<file path="config.mk">
export PLATFORM = sky130hd
export DESIGN_NAME = catalog_text_tokenizer_unit
export DESIGN_NICKNAME = d
export VERILOG_FILES = /design/src/rtl/ctt_pkg.sv /design/src/rtl/catalog_text_tokenizer_unit.sv /design/src/rtl/ctt_front.sv /design/src/rtl/ctt_queue.sv /design/src/rtl/ctt_back.sv
export SDC_FILE = /design/constraint.sdc
export NUM_CORES = 1
export LEC_CHECK = 0
export ABC_AREA = 1
export ABC_CLOCK_PERIOD_IN_PS = 13580
export BUFFER_PORTS_ARGS = -buffer_cell sky130_fd_sc_hd__buf_2
export CAP_MARGIN = 20
export CELL_PAD_IN_SITES_DETAIL_PLACEMENT = 1
export CELL_PAD_IN_SITES_GLOBAL_PLACEMENT = 1
export CORE_MARGIN = 10
export CORE_UTILIZATION = 48
export CTS_CLUSTER_DIAMETER = 150
export DETAILED_ROUTE_END_ITERATION = 6
export PLACE_DENSITY_LB_ADDON = 0.3
export RECOVER_POWER = 25
export SLEW_MARGIN = 25
export SYNTH_ARGS = -nofsm -noshare
export SYNTH_HDL_FRONTEND = slang
export SYNTH_SLANG_ARGS = --single-unit
export TNS_END_PERCENT = 5
</file>
<file path="constraint.sdc">
create_clock -name clk -period 13.58 [get_ports clk]
set_clock_uncertainty 0.2 [all_clocks]
set_input_delay 2.716 -clock clk [delete_from_list [all_inputs] [get_ports clk]]
set_output_delay 2.716 -clock clk [all_outputs]
set_load 0.01 [all_outputs]
</file>
<file path="src/rtl/ctt_pkg.sv">
// Shared types and codes for the catalog text tokenizer.
// No dependencies; used by every module of the block.
package ctt_pkg;

  localparam int MANT_OUT_W  = 53;
  localparam int DEXP_W      = 11;
  localparam int QUEUE_DEPTH = 4;
  localparam int QPTR_W      = $clog2(QUEUE_DEPTH);
  localparam int QCNT_W      = $clog2(QUEUE_DEPTH + 1);

  localparam logic [1:0] OP_BYTE = 2'd0;
  localparam logic [1:0] OP_END  = 2'd1;

  localparam logic [3:0] KIND_IDENT   = 4'd0;
  localparam logic [3:0] KIND_STRING  = 4'd1;
  localparam logic [3:0] KIND_INTEGER = 4'd2;
  localparam logic [3:0] KIND_REAL    = 4'd3;
  localparam logic [3:0] KIND_LBRACE  = 4'd4;
  localparam logic [3:0] KIND_RBRACE  = 4'd5;
  localparam logic [3:0] KIND_LBRACK  = 4'd6;
  localparam logic [3:0] KIND_RBRACK  = 4'd7;
  localparam logic [3:0] KIND_END     = 4'd8;
  localparam logic [3:0] KIND_INVALID = 4'd9;

  localparam logic [2:0] ERR_NONE     = 3'd0;
  localparam logic [2:0] ERR_READ     = 3'd1;
  localparam logic [2:0] ERR_BAD_CHAR = 3'd2;
  localparam logic [2:0] ERR_NUMBER   = 3'd3;
  localparam logic [2:0] ERR_EXPONENT = 3'd4;
  localparam logic [2:0] ERR_UNTERM   = 3'd5;
  localparam logic [2:0] ERR_ESCAPE   = 3'd6;

  typedef struct packed {
    logic [3:0]               kind;
    logic [7:0]               ch;
    logic                     is_text;
    logic                     last;
    logic                     neg;
    logic [MANT_OUT_W-1:0]    mant;
    logic signed [DEXP_W-1:0] dexp;
    logic                     ovf;
    logic [2:0]               err;
  } res_t;

  // One queue entry: results caused by one input byte, r0 first.
  typedef struct packed {
    logic two;
    res_t r0;
    res_t r1;
  } bundle_t;

  typedef struct packed {
    logic full;
    logic empty;
  } q_stat_t;

endpackage

</file>
<file path="src/rtl/catalog_text_tokenizer_unit.sv">
// Catalog text tokenizer top level: lexer front, bundle queue, output stage.
// Depends on ctt_pkg, ctt_front, ctt_queue, ctt_back.
//
//   channel | dir | handshake           | payload
//   in_     | in  | in_tvalid/in_tready | tuser opcode, tdata byte
//   out_    | out | out_tvalid/tready   | tuser kind+is_text, tdata fields, tlast
//
// One byte is taken per cycle while the 4-entry bundle queue has room.
// A byte that yields two results occupies the output register with r0, then r1.
// Reset is synchronous; the lexer returns to the start-of-token state.
// A stalled output only stops input once the queue fills.
module catalog_text_tokenizer_unit import ctt_pkg::*; #(
  parameter int MANTISSA_WIDTH = 53
) (
  input  logic        clk,
  input  logic        rst_n,
  input  logic        in_tvalid,
  output logic        in_tready,
  input  logic [7:0]  in_tdata,   // [7:0] byte_in
  input  logic [1:0]  in_tuser,   // [1:0] opcode
  output logic        out_tvalid,
  input  logic        out_tready,
  output logic [79:0] out_tdata,  // [7:0] text_char, [8] negative, [61:9] mantissa,
                                  // [72:62] dec_exponent, [73] overflow, [76:74] error_code
  output logic [4:0]  out_tuser,  // [3:0] token_kind, [4] is_text
  output logic        out_tlast
);

  logic    in_acc;
  logic    q_push, q_pop;
  bundle_t q_in, q_head;
  q_stat_t q_stat;
  res_t    res;

  assign in_tready = !q_stat.full;
  assign in_acc    = in_tvalid && in_tready;

  ctt_front #(
    .MANTISSA_WIDTH (MANTISSA_WIDTH)
  ) u_front (
    .clk       (clk),
    .rst_n     (rst_n),
    .accept    (in_acc),
    .op        (in_tuser),
    .byte_in   (in_tdata),
    .push      (q_push),
    .push_data (q_in)
  );

  ctt_queue u_queue (
    .clk       (clk),
    .rst_n     (rst_n),
    .push      (q_push),
    .push_data (q_in),
    .pop       (q_pop),
    .head      (q_head),
    .stat      (q_stat)
  );

  ctt_back u_back (
    .clk       (clk),
    .rst_n     (rst_n),
    .head      (q_head),
    .q_stat    (q_stat),
    .pop       (q_pop),
    .out_valid (out_tvalid),
    .out_ready (out_tready),
    .out_res   (res)
  );

  assign out_tdata = {3'b000, res.err, res.ovf, res.dexp, res.mant, res.neg, res.ch};
  assign out_tuser = {res.is_text, res.kind};
  assign out_tlast = res.last;

`ifndef ASSERT_OFF
  a_no_push_full: assert property (@(posedge clk) disable iff (!rst_n)
    q_push |-> !q_stat.full)
    else $error("bundle pushed into full queue");

  a_no_pop_empty: assert property (@(posedge clk) disable iff (!rst_n)
    q_pop |-> !q_stat.empty)
    else $error("bundle popped from empty queue");

  a_silent_after_final: assert property (@(posedge clk) disable iff (!rst_n)
    (out_tvalid && out_tready &&
     (out_tuser[3:0] == KIND_INVALID || out_tuser[3:0] == KIND_END)) |=> !out_tvalid)
    else $error("result after end or error token");

  a_text_not_last: assert property (@(posedge clk) disable iff (!rst_n)
    (q_push && q_in.two) |-> q_in.r0.last)
    else $error("second result follows an unfinished token");
`endif

endmodule

</file>
<file path="src/rtl/ctt_front.sv">
// Front end: lexer state machine and number accumulators.
// Classifies each accepted item and pushes its results as one bundle.
// Depends on ctt_pkg.
module ctt_front import ctt_pkg::*; #(
  parameter int MANTISSA_WIDTH = 53
) (
  input  logic      clk,
  input  logic      rst_n,
  input  logic      accept,
  input  logic [1:0] op,
  input  logic [7:0] byte_in,
  output logic      push,
  output bundle_t   push_data
);

  localparam int PW = MANTISSA_WIDTH + 4;

  localparam logic [7:0] CH_HASH   = 8'h23;
  localparam logic [7:0] CH_QUOTE  = 8'h22;
  localparam logic [7:0] CH_BSLASH = 8'h5C;
  localparam logic [7:0] CH_LBRACE = 8'h7B;
  localparam logic [7:0] CH_RBRACE = 8'h7D;
  localparam logic [7:0] CH_LBRACK = 8'h5B;
  localparam logic [7:0] CH_RBRACK = 8'h5D;
  localparam logic [7:0] CH_UNDER  = 8'h5F;
  localparam logic [7:0] CH_DOT    = 8'h2E;
  localparam logic [7:0] CH_MINUS  = 8'h2D;
  localparam logic [7:0] CH_PLUS   = 8'h2B;
  localparam logic [7:0] CH_LC_E   = 8'h65;
  localparam logic [7:0] CH_UC_E   = 8'h45;
  localparam logic [7:0] CH_LC_N   = 8'h6E;
  localparam logic [7:0] CH_LC_T   = 8'h74;
  localparam logic [7:0] CH_LF     = 8'h0A;
  localparam logic [7:0] CH_CR     = 8'h0D;
  localparam logic [7:0] CH_TAB    = 8'h09;
  localparam logic [7:0] CH_SPACE  = 8'h20;

  typedef enum logic [3:0] {
    S_BEGIN, S_IDENT, S_INT, S_FRAC, S_ESIGN, S_EXP,
    S_COMMENT, S_STRING, S_ESCAPE, S_DONE
  } lex_state_t;

  lex_state_t                state_r, state_nxt;
  logic [MANTISSA_WIDTH-1:0] acc_r, acc_nxt;
  logic [DEXP_W-1:0]         exp_r, exp_nxt;
  logic [DEXP_W-1:0]         frac_r, frac_nxt;
  logic                      neg_r, neg_nxt;
  logic                      expneg_r, expneg_nxt;
  logic                      sat_r, sat_nxt;
  logic                      sticky_r, sticky_nxt;

  function automatic res_t mk_simple(input logic [3:0] kind);
    res_t r;
    r      = '0;
    r.kind = kind;
    r.last = 1'b1;
    return r;
  endfunction

  function automatic res_t mk_text(input logic [3:0] kind, input logic [7:0] ch);
    res_t r;
    r         = '0;
    r.kind    = kind;
    r.ch      = ch;
    r.is_text = 1'b1;
    return r;
  endfunction

  function automatic res_t mk_fail(input logic [2:0] err);
    res_t r;
    r      = mk_simple(KIND_INVALID);
    r.err  = err;
    return r;
  endfunction

  // character classes
  logic       c_digit, c_alpha, c_space, c_word, c_sep, c_e;
  logic [3:0] dval;
  assign c_digit = (byte_in >= 8'h30) && (byte_in <= 8'h39);
  assign c_alpha = ((byte_in >= 8'h61) && (byte_in <= 8'h7A)) ||
                   ((byte_in >= 8'h41) && (byte_in <= 8'h5A));
  assign c_space = (byte_in == CH_SPACE) || ((byte_in >= CH_TAB) && (byte_in <= CH_CR));
  assign c_word  = c_alpha || c_digit || (byte_in == CH_UNDER);
  assign c_sep   = !c_word && (byte_in != CH_DOT);
  assign c_e     = (byte_in == CH_LC_E) || (byte_in == CH_UC_E);
  assign dval    = byte_in[3:0];

  // mantissa and exponent multiply-add with saturation
  logic [PW-1:0]             m_prod;
  logic                      m_sat;
  logic [MANTISSA_WIDTH-1:0] m_next;
  logic [DEXP_W+3:0]         e_prod;
  logic                      e_sat;
  logic [DEXP_W-1:0]         e_next;

  assign m_prod = PW'({acc_r, 3'b000}) + PW'({acc_r, 1'b0}) + PW'(dval);
  assign m_sat  = |m_prod[PW-1:MANTISSA_WIDTH];
  assign m_next = m_sat ? '1 : m_prod[MANTISSA_WIDTH-1:0];
  assign e_prod = (DEXP_W+4)'({exp_r, 3'b000}) + (DEXP_W+4)'({exp_r, 1'b0}) +
                  (DEXP_W+4)'(dval);
  assign e_sat  = |e_prod[DEXP_W+3:DEXP_W];
  assign e_next = e_sat ? '1 : e_prod[DEXP_W-1:0];

  // finished number
  logic signed [DEXP_W+1:0] e_sum;
  logic signed [DEXP_W-1:0] e_clamp;
  logic                     e_clip;
  res_t                     num_res;

  always_comb begin
    e_sum = expneg_r ? -$signed({2'b00, exp_r}) : $signed({2'b00, exp_r});
    e_sum = e_sum - $signed({2'b00, frac_r});
    e_clip = 1'b0;
    e_clamp = e_sum[DEXP_W-1:0];
    if (e_sum > $signed((DEXP_W+2)'(1023))) begin
      e_clamp = 11'sd1023;
      e_clip  = 1'b1;
    end else if (e_sum < -$signed((DEXP_W+2)'(1024))) begin
      e_clamp = -11'sd1024;
      e_clip  = 1'b1;
    end
    num_res      = mk_simple(KIND_INTEGER);
    num_res.neg  = neg_r;
    num_res.mant = MANT_OUT_W'(acc_r);
    num_res.dexp = e_clamp;
    num_res.ovf  = sat_r || e_clip;
  end

  // start of a token
  logic       bg_v, bg_clr, bg_fail;
  res_t       bg_res;
  lex_state_t bg_state;

  always_comb begin
    bg_v     = 1'b0;
    bg_clr   = 1'b0;
    bg_fail  = 1'b0;
    bg_res   = '0;
    bg_state = S_BEGIN;
    if (c_space) begin
      bg_state = S_BEGIN;
    end else if (c_digit || byte_in == CH_MINUS || byte_in == CH_PLUS) begin
      bg_clr   = 1'b1;
      bg_state = S_INT;
    end else if (byte_in == CH_DOT) begin
      bg_clr   = 1'b1;
      bg_state = S_FRAC;
    end else if (c_alpha || byte_in == CH_UNDER) begin
      bg_v     = 1'b1;
      bg_res   = mk_text(KIND_IDENT, byte_in);
      bg_state = S_IDENT;
    end else if (byte_in == CH_HASH) begin
      bg_state = S_COMMENT;
    end else if (byte_in == CH_QUOTE) begin
      bg_state = S_STRING;
    end else if (byte_in == CH_LBRACE) begin
      bg_v   = 1'b1;
      bg_res = mk_simple(KIND_LBRACE);
    end else if (byte_in == CH_RBRACE) begin
      bg_v   = 1'b1;
      bg_res = mk_simple(KIND_RBRACE);
    end else if (byte_in == CH_LBRACK) begin
      bg_v   = 1'b1;
      bg_res = mk_simple(KIND_LBRACK);
    end else if (byte_in == CH_RBRACK) begin
      bg_v   = 1'b1;
      bg_res = mk_simple(KIND_RBRACK);
    end else begin
      bg_v    = 1'b1;
      bg_fail = 1'b1;
      bg_res  = mk_fail(ERR_BAD_CHAR);
    end
  end

  logic use_bg, bg_slot1;
  logic r0_v, r1_v;
  res_t r0, r1;

  always_comb begin
    state_nxt  = state_r;
    acc_nxt    = acc_r;
    exp_nxt    = exp_r;
    frac_nxt   = frac_r;
    neg_nxt    = neg_r;
    expneg_nxt = expneg_r;
    sat_nxt    = sat_r;
    sticky_nxt = sticky_r;
    r0_v       = 1'b0;
    r1_v       = 1'b0;
    r0         = '0;
    r1         = '0;
    use_bg     = 1'b0;
    bg_slot1   = 1'b0;

    if (!sticky_r && state_r != S_DONE) begin
      if (op != OP_BYTE && op != OP_END) begin
        r0_v       = 1'b1;
        r0         = mk_fail(ERR_READ);
        sticky_nxt = 1'b1;
        state_nxt  = S_BEGIN;
      end else if (op == OP_END) begin
        state_nxt = S_DONE;
        case (state_r)
          S_IDENT: begin
            r0_v = 1'b1;
            r0   = mk_simple(KIND_IDENT);
            r1_v = 1'b1;
            r1   = mk_simple(KIND_END);
          end
          S_INT: begin
            r0_v = 1'b1;
            r0   = num_res;
            r1_v = 1'b1;
            r1   = mk_simple(KIND_END);
          end
          S_FRAC, S_ESIGN, S_EXP: begin
            r0_v    = 1'b1;
            r0      = num_res;
            r0.kind = KIND_REAL;
            r1_v    = 1'b1;
            r1      = mk_simple(KIND_END);
          end
          S_STRING, S_ESCAPE: begin
            r0_v       = 1'b1;
            r0         = mk_fail(ERR_UNTERM);
            sticky_nxt = 1'b1;
            state_nxt  = S_BEGIN;
          end
          default: begin
            r0_v = 1'b1;
            r0   = mk_simple(KIND_END);
          end
        endcase
      end else begin
        case (state_r)
          S_IDENT: begin
            if (c_word) begin
              r0_v = 1'b1;
              r0   = mk_text(KIND_IDENT, byte_in);
            end else begin
              r0_v     = 1'b1;
              r0       = mk_simple(KIND_IDENT);
              use_bg   = 1'b1;
              bg_slot1 = 1'b1;
            end
          end
          S_INT: begin
            if (c_digit) begin
              acc_nxt = m_next;
              sat_nxt = sat_r || m_sat;
            end else if (byte_in == CH_DOT) begin
              state_nxt = S_FRAC;
            end else if (c_e) begin
              state_nxt = S_ESIGN;
            end else if (c_sep) begin
              r0_v     = 1'b1;
              r0       = num_res;
              use_bg   = 1'b1;
              bg_slot1 = 1'b1;
            end else begin
              r0_v       = 1'b1;
              r0         = mk_fail(ERR_NUMBER);
              sticky_nxt = 1'b1;
              state_nxt  = S_BEGIN;
            end
          end
          S_FRAC: begin
            if (c_digit) begin
              acc_nxt = m_next;
              if (frac_r != '1) begin
                frac_nxt = frac_r + 1'b1;
                sat_nxt  = sat_r || m_sat;
              end else begin
                sat_nxt = 1'b1;
              end
            end else if (c_e) begin
              state_nxt = S_ESIGN;
            end else if (c_sep) begin
              r0_v     = 1'b1;
              r0       = num_res;
              r0.kind  = KIND_REAL;
              use_bg   = 1'b1;
              bg_slot1 = 1'b1;
            end else begin
              r0_v       = 1'b1;
              r0         = mk_fail(ERR_NUMBER);
              sticky_nxt = 1'b1;
              state_nxt  = S_BEGIN;
            end
          end
          S_ESIGN, S_EXP: begin
            if (state_r == S_ESIGN && byte_in == CH_MINUS) begin
              expneg_nxt = 1'b1;
              state_nxt  = S_EXP;
            end else if (state_r == S_ESIGN && byte_in == CH_PLUS) begin
              state_nxt = S_EXP;
            end else if (c_digit) begin
              exp_nxt   = e_next;
              sat_nxt   = sat_r || e_sat;
              state_nxt = S_EXP;
            end else if (c_sep) begin
              r0_v     = 1'b1;
              r0       = num_res;
              r0.kind  = KIND_REAL;
              use_bg   = 1'b1;
              bg_slot1 = 1'b1;
            end else begin
              r0_v       = 1'b1;
              r0         = mk_fail(ERR_EXPONENT);
              sticky_nxt = 1'b1;
              state_nxt  = S_BEGIN;
            end
          end
          S_COMMENT: begin
            if (byte_in == CH_LF || byte_in == CH_CR) begin
              state_nxt = S_BEGIN;
            end
          end
          S_STRING: begin
            if (byte_in == CH_QUOTE) begin
              r0_v      = 1'b1;
              r0        = mk_simple(KIND_STRING);
              state_nxt = S_BEGIN;
            end else if (byte_in == CH_BSLASH) begin
              state_nxt = S_ESCAPE;
            end else begin
              r0_v = 1'b1;
              r0   = mk_text(KIND_STRING, byte_in);
            end
          end
          S_ESCAPE: begin
            if (byte_in == CH_LC_N) begin
              r0_v      = 1'b1;
              r0        = mk_text(KIND_STRING, CH_LF);
              state_nxt = S_STRING;
            end else if (byte_in == CH_LC_T) begin
              r0_v      = 1'b1;
              r0        = mk_text(KIND_STRING, CH_TAB);
              state_nxt = S_STRING;
            end else if (byte_in == CH_BSLASH || byte_in == CH_QUOTE) begin
              r0_v      = 1'b1;
              r0        = mk_text(KIND_STRING, byte_in);
              state_nxt = S_STRING;
            end else begin
              r0_v       = 1'b1;
              r0         = mk_fail(ERR_ESCAPE);
              sticky_nxt = 1'b1;
              state_nxt  = S_BEGIN;
            end
          end
          default: begin
            use_bg = 1'b1;
          end
        endcase

        if (use_bg) begin
          state_nxt = bg_state;
          if (bg_clr) begin
            acc_nxt    = c_digit ? MANTISSA_WIDTH'(dval) : '0;
            exp_nxt    = '0;
            frac_nxt   = '0;
            neg_nxt    = (byte_in == CH_MINUS);
            expneg_nxt = 1'b0;
            sat_nxt    = 1'b0;
          end
          if (bg_fail) begin
            sticky_nxt = 1'b1;
          end
          if (bg_v) begin
            if (bg_slot1) begin
              r1_v = 1'b1;
              r1   = bg_res;
            end else begin
              r0_v = 1'b1;
              r0   = bg_res;
            end
          end
        end
      end
    end
  end

  assign push          = accept && r0_v;
  assign push_data.two = r1_v;
  assign push_data.r0  = r0;
  assign push_data.r1  = r1;

  always_ff @(posedge clk) begin
    if (!rst_n) begin
      state_r  <= S_BEGIN;
      acc_r    <= '0;
      exp_r    <= '0;
      frac_r   <= '0;
      neg_r    <= 1'b0;
      expneg_r <= 1'b0;
      sat_r    <= 1'b0;
      sticky_r <= 1'b0;
    end else if (accept) begin
      state_r  <= state_nxt;
      acc_r    <= acc_nxt;
      exp_r    <= exp_nxt;
      frac_r   <= frac_nxt;
      neg_r    <= neg_nxt;
      expneg_r <= expneg_nxt;
      sat_r    <= sat_nxt;
      sticky_r <= sticky_nxt;
    end
  end

endmodule

</file>
<file path="src/rtl/ctt_queue.sv">
// Short queue of result bundles between lexer and output stage.
// Depends on ctt_pkg.
module ctt_queue import ctt_pkg::*; (
  input  logic    clk,
  input  logic    rst_n,
  input  logic    push,
  input  bundle_t push_data,
  input  logic    pop,
  output bundle_t head,
  output q_stat_t stat
);

  bundle_t           mem [QUEUE_DEPTH];
  logic [QPTR_W-1:0] wr_ptr_r, wr_ptr_nxt;
  logic [QPTR_W-1:0] rd_ptr_r, rd_ptr_nxt;
  logic [QCNT_W-1:0] count_r, count_nxt;

  assign stat.full  = (count_r == QCNT_W'(QUEUE_DEPTH));
  assign stat.empty = (count_r == '0);
  assign head       = mem[rd_ptr_r];

  always_comb begin
    wr_ptr_nxt = wr_ptr_r;
    rd_ptr_nxt = rd_ptr_r;
    count_nxt  = count_r;
    if (push) begin
      wr_ptr_nxt = (wr_ptr_r == QPTR_W'(QUEUE_DEPTH - 1)) ? '0 : wr_ptr_r + 1'b1;
    end
    if (pop) begin
      rd_ptr_nxt = (rd_ptr_r == QPTR_W'(QUEUE_DEPTH - 1)) ? '0 : rd_ptr_r + 1'b1;
    end
    if (push && !pop) begin
      count_nxt = count_r + 1'b1;
    end else if (pop && !push) begin
      count_nxt = count_r - 1'b1;
    end
  end

  always_ff @(posedge clk) begin
    if (push) begin
      mem[wr_ptr_r] <= push_data;
    end
  end

  always_ff @(posedge clk) begin
    if (!rst_n) begin
      wr_ptr_r <= '0;
      rd_ptr_r <= '0;
      count_r  <= '0;
    end else begin
      wr_ptr_r <= wr_ptr_nxt;
      rd_ptr_r <= rd_ptr_nxt;
      count_r  <= count_nxt;
    end
  end

endmodule

</file>
<file path="src/rtl/ctt_back.sv">
// Output stage: splits each bundle into single results behind a register.
// Depends on ctt_pkg.
module ctt_back import ctt_pkg::*; (
  input  logic    clk,
  input  logic    rst_n,
  input  bundle_t head,
  input  q_stat_t q_stat,
  output logic    pop,
  output logic    out_valid,
  input  logic    out_ready,
  output res_t    out_res
);

  logic valid_r, valid_nxt;
  logic sel_r, sel_nxt;
  res_t res_r, res_nxt;
  logic load;

  assign load = !q_stat.empty && (!valid_r || out_ready);

  always_comb begin
    valid_nxt = valid_r;
    sel_nxt   = sel_r;
    res_nxt   = res_r;
    pop       = 1'b0;
    if (load) begin
      valid_nxt = 1'b1;
      res_nxt   = sel_r ? head.r1 : head.r0;
      if (head.two && !sel_r) begin
        sel_nxt = 1'b1;
      end else begin
        sel_nxt = 1'b0;
        pop     = 1'b1;
      end
    end else if (out_ready) begin
      valid_nxt = 1'b0;
    end
  end

  always_ff @(posedge clk) begin
    if (!rst_n) begin
      valid_r <= 1'b0;
      sel_r   <= 1'b0;
    end else begin
      valid_r <= valid_nxt;
      sel_r   <= sel_nxt;
    end
  end

  always_ff @(posedge clk) begin
    res_r <= res_nxt;
  end

  assign out_valid = valid_r;
  assign out_res   = res_r;

endmodule
</file>
==> results.toml, run 1 <==
[floorplanning]
die_h_um = 271
start_util_pct = 48.2
core-area_um2 = 62900
die-area_um2 = 73600
die_w_um = 271
num_rows = 92
io_pins = 102

[power]
p_leak_uw = 0.0131
peakVddDrop_v = 0.000104
power.density_nw_per_um2 = 165

[sta]
fin_crit_ns = 8.62
slew_viol_final = 327
setup_slack_ns = 4.96
worst_slew_pin_slew_ns = 3.44
fmax_mhz = 116
rsz0062_at_grt = "false"
relSlewSlack_pct = -129
setup_viol = 0
post-route-period-util_pct = 63.4
hold_violations = 0
finalSetupTns_ns = 0

[cts]
cts-resized-gates = 0
cts_tree = "built"
holdBufCountCts = 0
post-cts-setup-buffers = 0
clock-root-buffer = "clkbuf_16"
clock_latency_ns = 0.64
cts_buffers = 61
htreeDepth = 2
cts_sinks = 573
clkSlewWorstSetupHoldPaths_ns = 0.06
clock_path_buffers = 3

[finish]
nNetsFinal = 3665
fin_cells = 4398
syn_to_final_growth_pct = 10.8
final_common_cell = "nor2_1"
num-fill-cells = 7379
final_util_pct = 53.5
layout-drive-gt1-share_pct = 5.72
most-common-layout-cells = "638 x nor2_1, 585 x nand2_1, 479 x edfxtp_1"

[synthesis]
syn_area_um2 = 30300
synth-edff-count = 479
synth_cell_types = 57
syn_avg_cell_area_um2 = 8.89
synth-seq-area-share_pct = 53.7
async_flop_share_pct = 0
netlist_instances = 3411
ys.flop_type = "edfxtp_1"
yosysWarnings = 0
ys_ff_latch = 573

[setup_path]
cp-startpoint = "in_tdata[2]"
r2r_slack_ns = 6.21
r2r_end = "u_back.out_res[82]$_DFFE_PP_"
worstSetupEndpoint = "u_queue.mem[2][125]$_DFFE_PP_"
cp_data_arrival_time_ns = 8.68
critical_path_buf_inv_count = 4
cp_num_cells = 15
slowest_delay_ns = 1.65
crit_top_cell = "nor2_4"
reg2reg_depth = 5
worstPathMaxFanout = 55
slowest_stage = "a21oi_1"
worstPathRequired_ns = 13.64
crit_chain = "clkbuf_1, inv_1, a21oi_1, nor3_1, nor2_4, nand2_1, a21oi_1, nor2_4, nand2_4, nand2_2, nand3_1, nand2_2, nor2_4, buf_4, buf_4"
path_delay_family = "buffers and inverters"
cp-start-kind = "input port"
crit_path_end_kind = "flop"
critPathKind = "in2reg"

[route]
via_per_inst = 5.76
ant_nets = 0
post_drt_wl_per_cell_um = 23.4
dr.pass1.iters = 7
wl_mm = 103
drc = 0
vias = 25300
dr.first_iter.drc_count = 2046

[global_routing]
gr-total-overflow = 0
grt_pass1_wl_mm = 157
grt_usage_pct = 27.2
antenna_found_initial = 4
grt_max_degree = 91
grt_pass1_vias = 26700

[placed_design]
placedCellCount = 4282
hpwlAfterDp_mm = 71.6
gp_congestion = 0.993
pre_cts_slack_ns = 5.95
numPortBuffers = 98

[outcome]
violations = "capacitance limit, slew limit"
status = "finished with violations"

[hold_path]
hp-class = "reg2reg"

[job]
cap_violations = 8
how the worst min path moves through the flow:
stage | start | end | slack (ns) | depth (start not counted)
CTS | u_front.sat_r$_SDFFE_PN0P_ | u_front.sat_r$_SDFFE_PN0P_ | 0.30 | 2
detailed placement | u_front.sat_r$_SDFFE_PN0P_ | u_front.sat_r$_SDFFE_PN0P_ | 0.29 | 2
finish | u_front.sat_r$_SDFFE_PN0P_ | u_front.sat_r$_SDFFE_PN0P_ | 0.30 | 2
global route | u_front.sat_r$_SDFFE_PN0P_ | u_front.sat_r$_SDFFE_PN0P_ | 0.34 | 2
floorplan | u_front.neg_r$_SDFFE_PN0P_ | u_front.neg_r$_SDFFE_PN0P_ | 0.24 | 2
global placement | u_front.sat_r$_SDFFE_PN0P_ | u_front.sat_r$_SDFFE_PN0P_ | 0.27 | 2
cells in the mapped netlist, types with 5 or more instances:
library cell	number	area, µm²
nand2_1	584	2190
o211ai_1	17	128
nand2_2	12	75.1
o31ai_1	6	45.0
inv_1	276	1040
a21oi_2	11	96.3
o21ai_0	261	1310
nor2_1	642	2410
o22ai_1	17	106
buf_4	5	37.5
nand4_1	23	144
edfxtp_1	479	14400
a21oi_1	327	1640
inv_2	23	86.3
xnor2_1	24	210
buf_1	18	67.6
fa_1	6	120
o21bai_1	13	97.6
buf_2	13	65.1
o21ai_1	16	80.1
a31oi_1	26	163
nor3_1	35	175
nor2_2	12	75.1
dfxtp_1	94	1880
nor4_1	7	43.8
ha_1	145	1810
nand3_1	130	651
xor2_1	46	403
clkbuf_1	94	353
stage by stage:
| stage | hold slack (ns) | area [µm²] | power, µW |
|---|---|---|---|
| 2_1_floorplan | 0.238 | 30500 | 3270 |
| 3_3_place_gp | 0.271 | 31700 | 3720 |
| 3_5_place_dp | 0.286 | 31700 | 3830 |
| 4_1_cts | 0.295 | 33700 | 5590 |
| 5_1_grt | 0.339 | 33600 | 5790 |
| 6_report | 0.300 | 33600 | 5540 |
final cells by class:
class	instances	area (µm²)	share of cell area, %
clock inverters	34	418	1.24
well taps	846	1060	3.15
repair buffers	123	567	1.69
inverters	300	1130	3.37
clock buffers	78	1620	4.82
flip-flops and latches	573	16300	48.4
diodes	3	7.51	0.0223
multi-input cells	2441	12500	37.3
sequential cells by signal (all words and copies together), names as in the netlist, named ones only:
name / cells
u_front.acc_r: 53
u_back.out_valid: 1
u_queue.wr_ptr_r: 2
u_queue.mem: 396
u_front.sticky_r: 1
u_front.frac_r: 11
u_front.exp_r: 11
u_front.sat_r: 1
u_back.sel_r: 1
u_front.neg_r: 1
u_front.state_r: 4
u_back.out_res: 83
u_front.expneg_r: 1
u_queue.rd_ptr_r: 2
u_queue.count_r: 3
kinds of logic (layout without fill, tap and decap cells):
family / Yosys count / after routing / share of synthesized area (%)
simple gates: 1464 / 1464 / 19.6
compound gates: 717 / 717 / 12.8
flops: 573 / 573 / 53.7
buf+inv: 435 / 535 / 5.61
fa+ha+maj: 151 / 151 / 6.38
xor+xnor: 70 / 70 / 2.02
other cells: 1 / 42 / 0.0124
routing by layer:
layer | vias to the layer above | share of wire (%) | GRT usage [%]
li1 | 11700 | - | -
met1 | 12700 | 43 | 35.5
met2 | 741 | 49 | 47.3
met3 | 158 | 4.7 | 3.04
met4 | 0 | 2.5 | 7.46
met5 | - | 0 | 0
where the power goes:
part,switching (µW),internal (µW)
sequential,140,2290
combinational,1030,354
clock,732,996
total,1900,3640
worst reg2reg max path: cells and delay by family, from the launching register on:
kind / cells / cell delay (ns)
buffers and inverters: 2 / 3.99
AOI/OAI and AO/OA: 2 / 0.62
and+or+nand+nor: 1 / 0.52
DFF: 1 / 1.80
Power figures use the tool's default switching activity.
==> inputs of run 2 (changes only) <==
--- a/config.mk
+++ b/config.mk
@@ -6,13 +6,13 @@
 export NUM_CORES = 1
 export LEC_CHECK = 0
 export ABC_AREA = 1
-export ABC_CLOCK_PERIOD_IN_PS = 13580
+export ABC_CLOCK_PERIOD_IN_PS = 7800
 export BUFFER_PORTS_ARGS = -buffer_cell sky130_fd_sc_hd__buf_2
 export CAP_MARGIN = 20
 export CELL_PAD_IN_SITES_DETAIL_PLACEMENT = 1
 export CELL_PAD_IN_SITES_GLOBAL_PLACEMENT = 1
 export CORE_MARGIN = 10
-export CORE_UTILIZATION = 48
+export CORE_UTILIZATION = 44
 export CTS_CLUSTER_DIAMETER = 150
 export DETAILED_ROUTE_END_ITERATION = 6
 export PLACE_DENSITY_LB_ADDON = 0.3
==> constraint.sdc (replaced) <==
create_clock -name clk -period 7.8 [get_ports clk]
set_clock_uncertainty 0.2 [all_clocks]
set_input_delay 1.56 -clock clk [delete_from_list [all_inputs] [get_ports clk]]
set_output_delay 1.56 -clock clk [all_outputs]
set_load 0.01 [all_outputs]
==> run 2 against run 1 <==
The flow still finishes with violations (capacitance limit, slew limit); global-route usage decreased by 3.7 points; hold slack better by 0.0076 ns; critical path depth shrank 11; flip-flop and latch count did not move; non-clock buffer count is 8 higher; critical path type unchanged; critical endpoint is now u_back.out_res[38]$_SDFFCE_PP0P_.
==> results.toml, run 2 (same netlist as run 1, synthesis figures left out) <==
[route]
ant_nets = 0
wl_mm = 95.1
dr.first_iter.drc_count = 1800
dr.pass1.iters = 7
via_per_inst = 5.59
drc = 0
post_drt_wl_per_cell_um = 21.4
vias = 24900

[cts]
cts_tree = "built"
clock-root-buffer = "clkbuf_16"
holdBufCountCts = 0
cts_sinks = 573
cts-resized-gates = 0
clock_latency_ns = 0.65
cts_buffers = 61
htreeDepth = 2
clkSlewWorstSetupHoldPaths_ns = 0.06
clock_path_buffers = 3
post-cts-setup-buffers = 0

[setup_path]
r2r_slack_ns = 1.97
worstPathMaxFanout = 82
path_delay_family = "buffers and inverters"
reg2reg_depth = 12
worstPathRequired_ns = 7.71
crit_chain = "buf_2, nor2_1, a31oi_1, clkbuf_1"
slowest_delay_ns = 3.31
r2r_end = "u_queue.count_r[2]$_SDFFE_PN0P_"
critical_path_buf_inv_count = 2
crit_path_end_kind = "flop"
cp-start-kind = "input port"
critPathKind = "in2reg"
slowest_stage = "clkbuf_1"
cp_data_arrival_time_ns = 5.83

[outcome]
status = "finished with violations"
violations = "capacitance limit, slew limit"

[finish]
most-common-layout-cells = "638 x nor2_1, 583 x nand2_1, 479 x edfxtp_1"
largest-register = "u_queue.mem"
design_area_um2 = 33700
fin_cells = 4445
syn_to_final_growth_pct = 11.2
nNetsFinal = 3673
final_common_cell = "nor2_1"
layout-drive-gt1-share_pct = 6.09
largest_reg_flops = 396

[global_routing]
antenna_found_initial = 5
grt_usage_pct = 23.5
grt_pass1_vias = 25900
gr-total-overflow = 0
grt_pass1_wl_mm = 147
grt_max_degree = 91

[floorplanning]
die-area_um2 = 79800
io_pins = 102
die_w_um = 282
num_rows = 96
die_h_um = 282
start_util_pct = 44.3
core-area_um2 = 68500

[job]
cap_violations = 5

[hold_path]
hp-start = "u_front.frac_r[7]$_SDFFE_PN0P_"
hp-class = "reg2reg"
min_to = "u_front.frac_r[7]$_SDFFE_PN0P_"
whs_path_depth = 2

[sta]
slew_viol_final = 360
setup_viol = 0
post-route-period-util_pct = 76.0
relSlewSlack_pct = -210
worst_slew_pin_slew_ns = 4.65
rsz0062_at_grt = "false"
hold_violations = 0
fmax_mhz = 169
fin_crit_ns = 5.93
whs_ns = 0.308

[placed_design]
placed_area_um2 = 31800
numPortBuffers = 98
hpwlAfterDp_mm = 65.9
placedCellCount = 4327
gp_congestion = 0.932

[power]
power.density_nw_per_um2 = 281
total_power_uw = 9460
peakVddDrop_v = 0.000253
p_leak_uw = 0.0131
[run 2: cell count changes in the layout (fill, tap and decap cells not counted), sizes merged]
cell	previous run	this run
clkbuf	169	171
buf	32	39
clkinvlp	5	8
clkinv	22	23
bufinv	8	5
diode	3	2
inv	299	301
[run 2: metal layers]
metal / wire (µm) / global-route usage, %
met1: 42000 / 30.9
met2: 45300 / 39.6
met3: 5310 / 3.46
met4: 2430 / 7.34
met5: 23 / 0
[run 2: how the worst max path moves through the flow]
stage                                             to  slack (ns)   startpoint  cells past startpoint
global placement      u_front.acc_r[22]$_SDFFE_PN0P_        2.05  in_tdata[2]                     18
floorplan              u_queue.mem[0][100]$_DFFE_PP_       -0.10  in_tdata[4]                     14
detailed placement    u_front.acc_r[24]$_SDFFE_PN0P_        1.91  in_tdata[2]                     18
CTS                   u_front.acc_r[24]$_SDFFE_PN0P_        2.56  in_tdata[2]                     18
finish              u_back.out_res[38]$_SDFFCE_PP0P_        1.87   out_tready                      4
global route           u_back.out_valid$_SDFFE_PN0P_        1.30   out_tready                      6
[run 2: cell type report]
class | count | area [µm²]
multi-input cells | 2441 | 12500
diodes | 2 | 5.00
fillers | 8021 | 34800
repair buffers | 131 | 653
clock buffers | 79 | 1640
flip-flops and latches | 573 | 16300
clock inverters | 37 | 369
well taps | 882 | 1100
inverters | 300 | 1130
[run 2: per-stage QoR]
stage,worst slack (ns),setup TNS (ns),util [%]
2_1_floorplan,-0.101,-40.02,-
3_3_place_gp,2.05,0,46.5
3_5_place_dp,1.91,0,46.5
4_1_cts,2.56,0,49.4
5_1_grt,1.30,0,49.2
6_report,1.87,0,49.2
[run 2: power breakdown]
part | switching, µW | internal (µW) | leakage [µW]
Sequential | 247 | 4000 | 0.00520
Clock | 1260 | 1660 | 0.000968
Combinational | 1690 | 602 | 0.00695
[run 2: tightest hold or removal path, stage by stage (launching register included)]
cell and delay, ns:
dfxtp_1 0.33, nand2_1 0.07, a21oi_1 0.06
==> inputs of run 3 (changes only) <==
--- a/config.mk
+++ b/config.mk
@@ -6,7 +6,7 @@
 export NUM_CORES = 1
 export LEC_CHECK = 0
 export ABC_AREA = 1
-export ABC_CLOCK_PERIOD_IN_PS = 7800
+export ABC_CLOCK_PERIOD_IN_PS = 5350
 export BUFFER_PORTS_ARGS = -buffer_cell sky130_fd_sc_hd__buf_2
 export CAP_MARGIN = 20
 export CELL_PAD_IN_SITES_DETAIL_PLACEMENT = 1
==> constraint.sdc (replaced) <==
create_clock -name clk -period 5.35 [get_ports clk]
set_clock_uncertainty 0.2 [all_clocks]
set_input_delay 1.07 -clock clk [delete_from_list [all_inputs] [get_ports clk]]
set_output_delay 1.07 -clock clk [all_outputs]
set_load 0.01 [all_outputs]
==> run 3 against run 2 <==
The flow still finishes with violations (capacitance limit, slew limit); setup slack got worse by 1.4 ns; clock-buffer cell count grew 1; die area did not move; final cell count about the same; wire length up 0.72%; non-clock buffer count grew 3; via count is 0.50% higher; highest routed layer is now met4.
==> results.toml, run 3 (same netlist as run 1, synthesis figures left out) <==
[finish]
num-fill-cells = 8030
largest_reg_flops = 396
layout-drive-gt1-share_pct = 6.03
fin_cells = 4448
nNetsFinal = 3681
syn_to_final_growth_pct = 11.4
largest-register = "u_queue.mem"
most-common-layout-cells = "639 x nor2_1, 586 x nand2_1, 479 x edfxtp_1"
final_common_cell = "nor2_1"

[setup_path]
crit_chain = "clkbuf_1, inv_1, a21oi_1, nor3_1, inv_1, nand3_2, nor2_1, inv_1, or2_1, nor2_1, nand2_2, nand3_1, nand2_2, inv_2, ha_1, inv_1, fa_1, a21oi_1, o21ai_0, o21ai_0, a21oi_1"
cp-start-kind = "input port"
critPathKind = "in2reg"
crit_path_end_kind = "flop"
slowest_delay_ns = 0.54
crit_top_cell = "inv_1"
slowest_stage = "clkbuf_1"
reg2reg_depth = 5
worstPathMaxFanout = 11
r2r_end = "u_back.out_res[74]$_DFFE_PP_"
cp_data_arrival_time_ns = 5.13
r2r_slack_ns = 0.79
worstPathRequired_ns = 5.65

[cts]
cts_tree = "built"
holdBufCountCts = 0
clock_latency_ns = 0.61
clock-root-buffer = "clkbuf_16"
clkSlewWorstSetupHoldPaths_ns = 0.06
cts_buffers = 66
clock_path_buffers = 3
htreeDepth = 3
cts-resized-gates = 0
post-cts-setup-buffers = 0
cts_sinks = 573

[outcome]
status = "finished with violations"
violations = "capacitance limit, slew limit"

[global_routing]
grt_pass1_wl_mm = 149
grt_usage_pct = 23.8
gr-total-overflow = 0
grt_max_degree = 157
antenna_found_initial = 0
grt_pass1_vias = 26100

[floorplanning]
die_w_um = 282
die_h_um = 282
die-area_um2 = 79800
io_pins = 102
num_rows = 96
start_util_pct = 44.3
core-area_um2 = 68500

[sta]
fmax_mhz = 207
setup_viol = 0
relSlewSlack_pct = -124
finalSetupTns_ns = 0
post-route-period-util_pct = 90.3
hold_violations = 0
worst_slew_pin_slew_ns = 3.36
setup_slack_ns = 0.520
rsz0062_at_grt = "false"
slew_viol_final = 259
fin_crit_ns = 4.83

[route]
vias = 25000
dr.first_iter.drc_count = 1807
dr.pass1.iters = 5
via_per_inst = 5.62
post_drt_wl_per_cell_um = 21.5
drc = 0
ant_nets = 0
wl_mm = 95.7

[power]
peakVddDrop_v = 0.000281
seq_power_share_pct = 44.1
power.internal_uw = 9140
p_leak_uw = 0.0132
p_sw_uw = 4740
pwr-share-comb_pct = 24.7
netSwitchingFraction_pct = 34.2
power.density_nw_per_um2 = 411
clockPowerShare_pct = 31.2

[placed_design]
hpwlAfterDp_mm = 65.6
gp_congestion = 0.941
numPortBuffers = 98
pre_cts_slack_ns = 0.546
placedCellCount = 4330

[hold_path]
hp-start = "u_front.state_r[2]$_SDFFE_PN0P_"
min_to = "u_front.state_r[2]$_SDFFE_PN0P_"
whs_path_depth = 2
hp-class = "reg2reg"

[job]
cap_violations = 4
run 3: changes by cell type in the layout (fill, tap and decap cells not counted), moves of 4 or more:
| cell | before | now |
|---|---|---|
| buf_12 | 2 | 6 |
| clkbuf_8 | 5 | 1 |
| clkinv_1 | 8 | 14 |
| clkbuf_16 | 61 | 67 |
| clkinvlp_4 | 6 | 2 |
| clkbuf_1 | 105 | 99 |
run 3: layout make-up:
class	instances	area (µm²)	area share [%]
Tap cell	882	1100	3.27
Clock inverter	36	314	0.930
Timing Repair Buffer	134	719	2.13
Inverter	300	1130	3.35
Antenna cell	2	5.00	0.0148
Clock buffer	80	1740	5.14
Sequential cell	573	16300	48.2
Multi-Input combinational cell	2441	12500	37.0
run 3: per-stage QoR:
step | hold WS (ns) | cell area, µm² | utilization (%) | power (µW)
floorplan | 0.238 | 30500 | - | 8260
global placement | 0.250 | 31900 | 46.6 | 9500
detailed placement | 0.277 | 31900 | 46.6 | 9680
CTS | 0.286 | 33900 | 49.6 | 14100
global route | 0.320 | 33800 | 49.3 | 14600
finish | 0.283 | 33800 | 49.3 | 13900
run 3: worst max-delay path, delay by kind of cell:
kind / cells / cell delay, ns
buffers and inverters: 6 / 1.39
adder cells (fa/ha/maj): 2 / 0.54
AND/OR/NAND/NOR: 8 / 1.34
AO/OA/AOI/OAI: 5 / 0.76
run 3: metal layers:
| layer | up-vias | part of all wire (%) | global-route usage [%] |
|---|---|---|---|
| met5 | - | 0 | 0 |
| met4 | 0 | 1.8 | 6.08 |
| met3 | 111 | 5.7 | 3.17 |
| met2 | 641 | 48 | 40.4 |
| met1 | 12500 | 45 | 31.6 |
| li1 | 11800 | - | - |
run 3: power groups by stage:
stage          sequential, µW  clock [µW]  combinational, µW
2_1_floorplan            6240           0               2020
3_3_place_gp             6130           0               3360
3_5_place_dp             6180           0               3500
4_1_cts                  6100        4410               3550
5_1_grt                  6180        4590               3830
6_report                 6110        4330               3430
run 3: how the worst max path moves through the flow:
stage,from,to,cells after the start,slack [ns]
2_1_floorplan,in_tdata[4],u_queue.mem[0][100]$_DFFE_PP_,14,-0.41
3_3_place_gp,in_tdata[3],u_queue.count_r[2]$_SDFFE_PN0P_,21,0.66
3_5_place_dp,in_tdata[2],u_queue.count_r[2]$_SDFFE_PN0P_,21,0.55
4_1_cts,u_front.exp_r[0]$_SDFFE_PN0P_,u_queue.mem[0][87]$_DFFE_PP_,17,0.88
5_1_grt,in_tdata[2],u_queue.count_r[2]$_SDFFE_PN0P_,21,0.22
6_report,in_tdata[2],u_queue.count_r[2]$_SDFFE_PN0P_,21,0.52
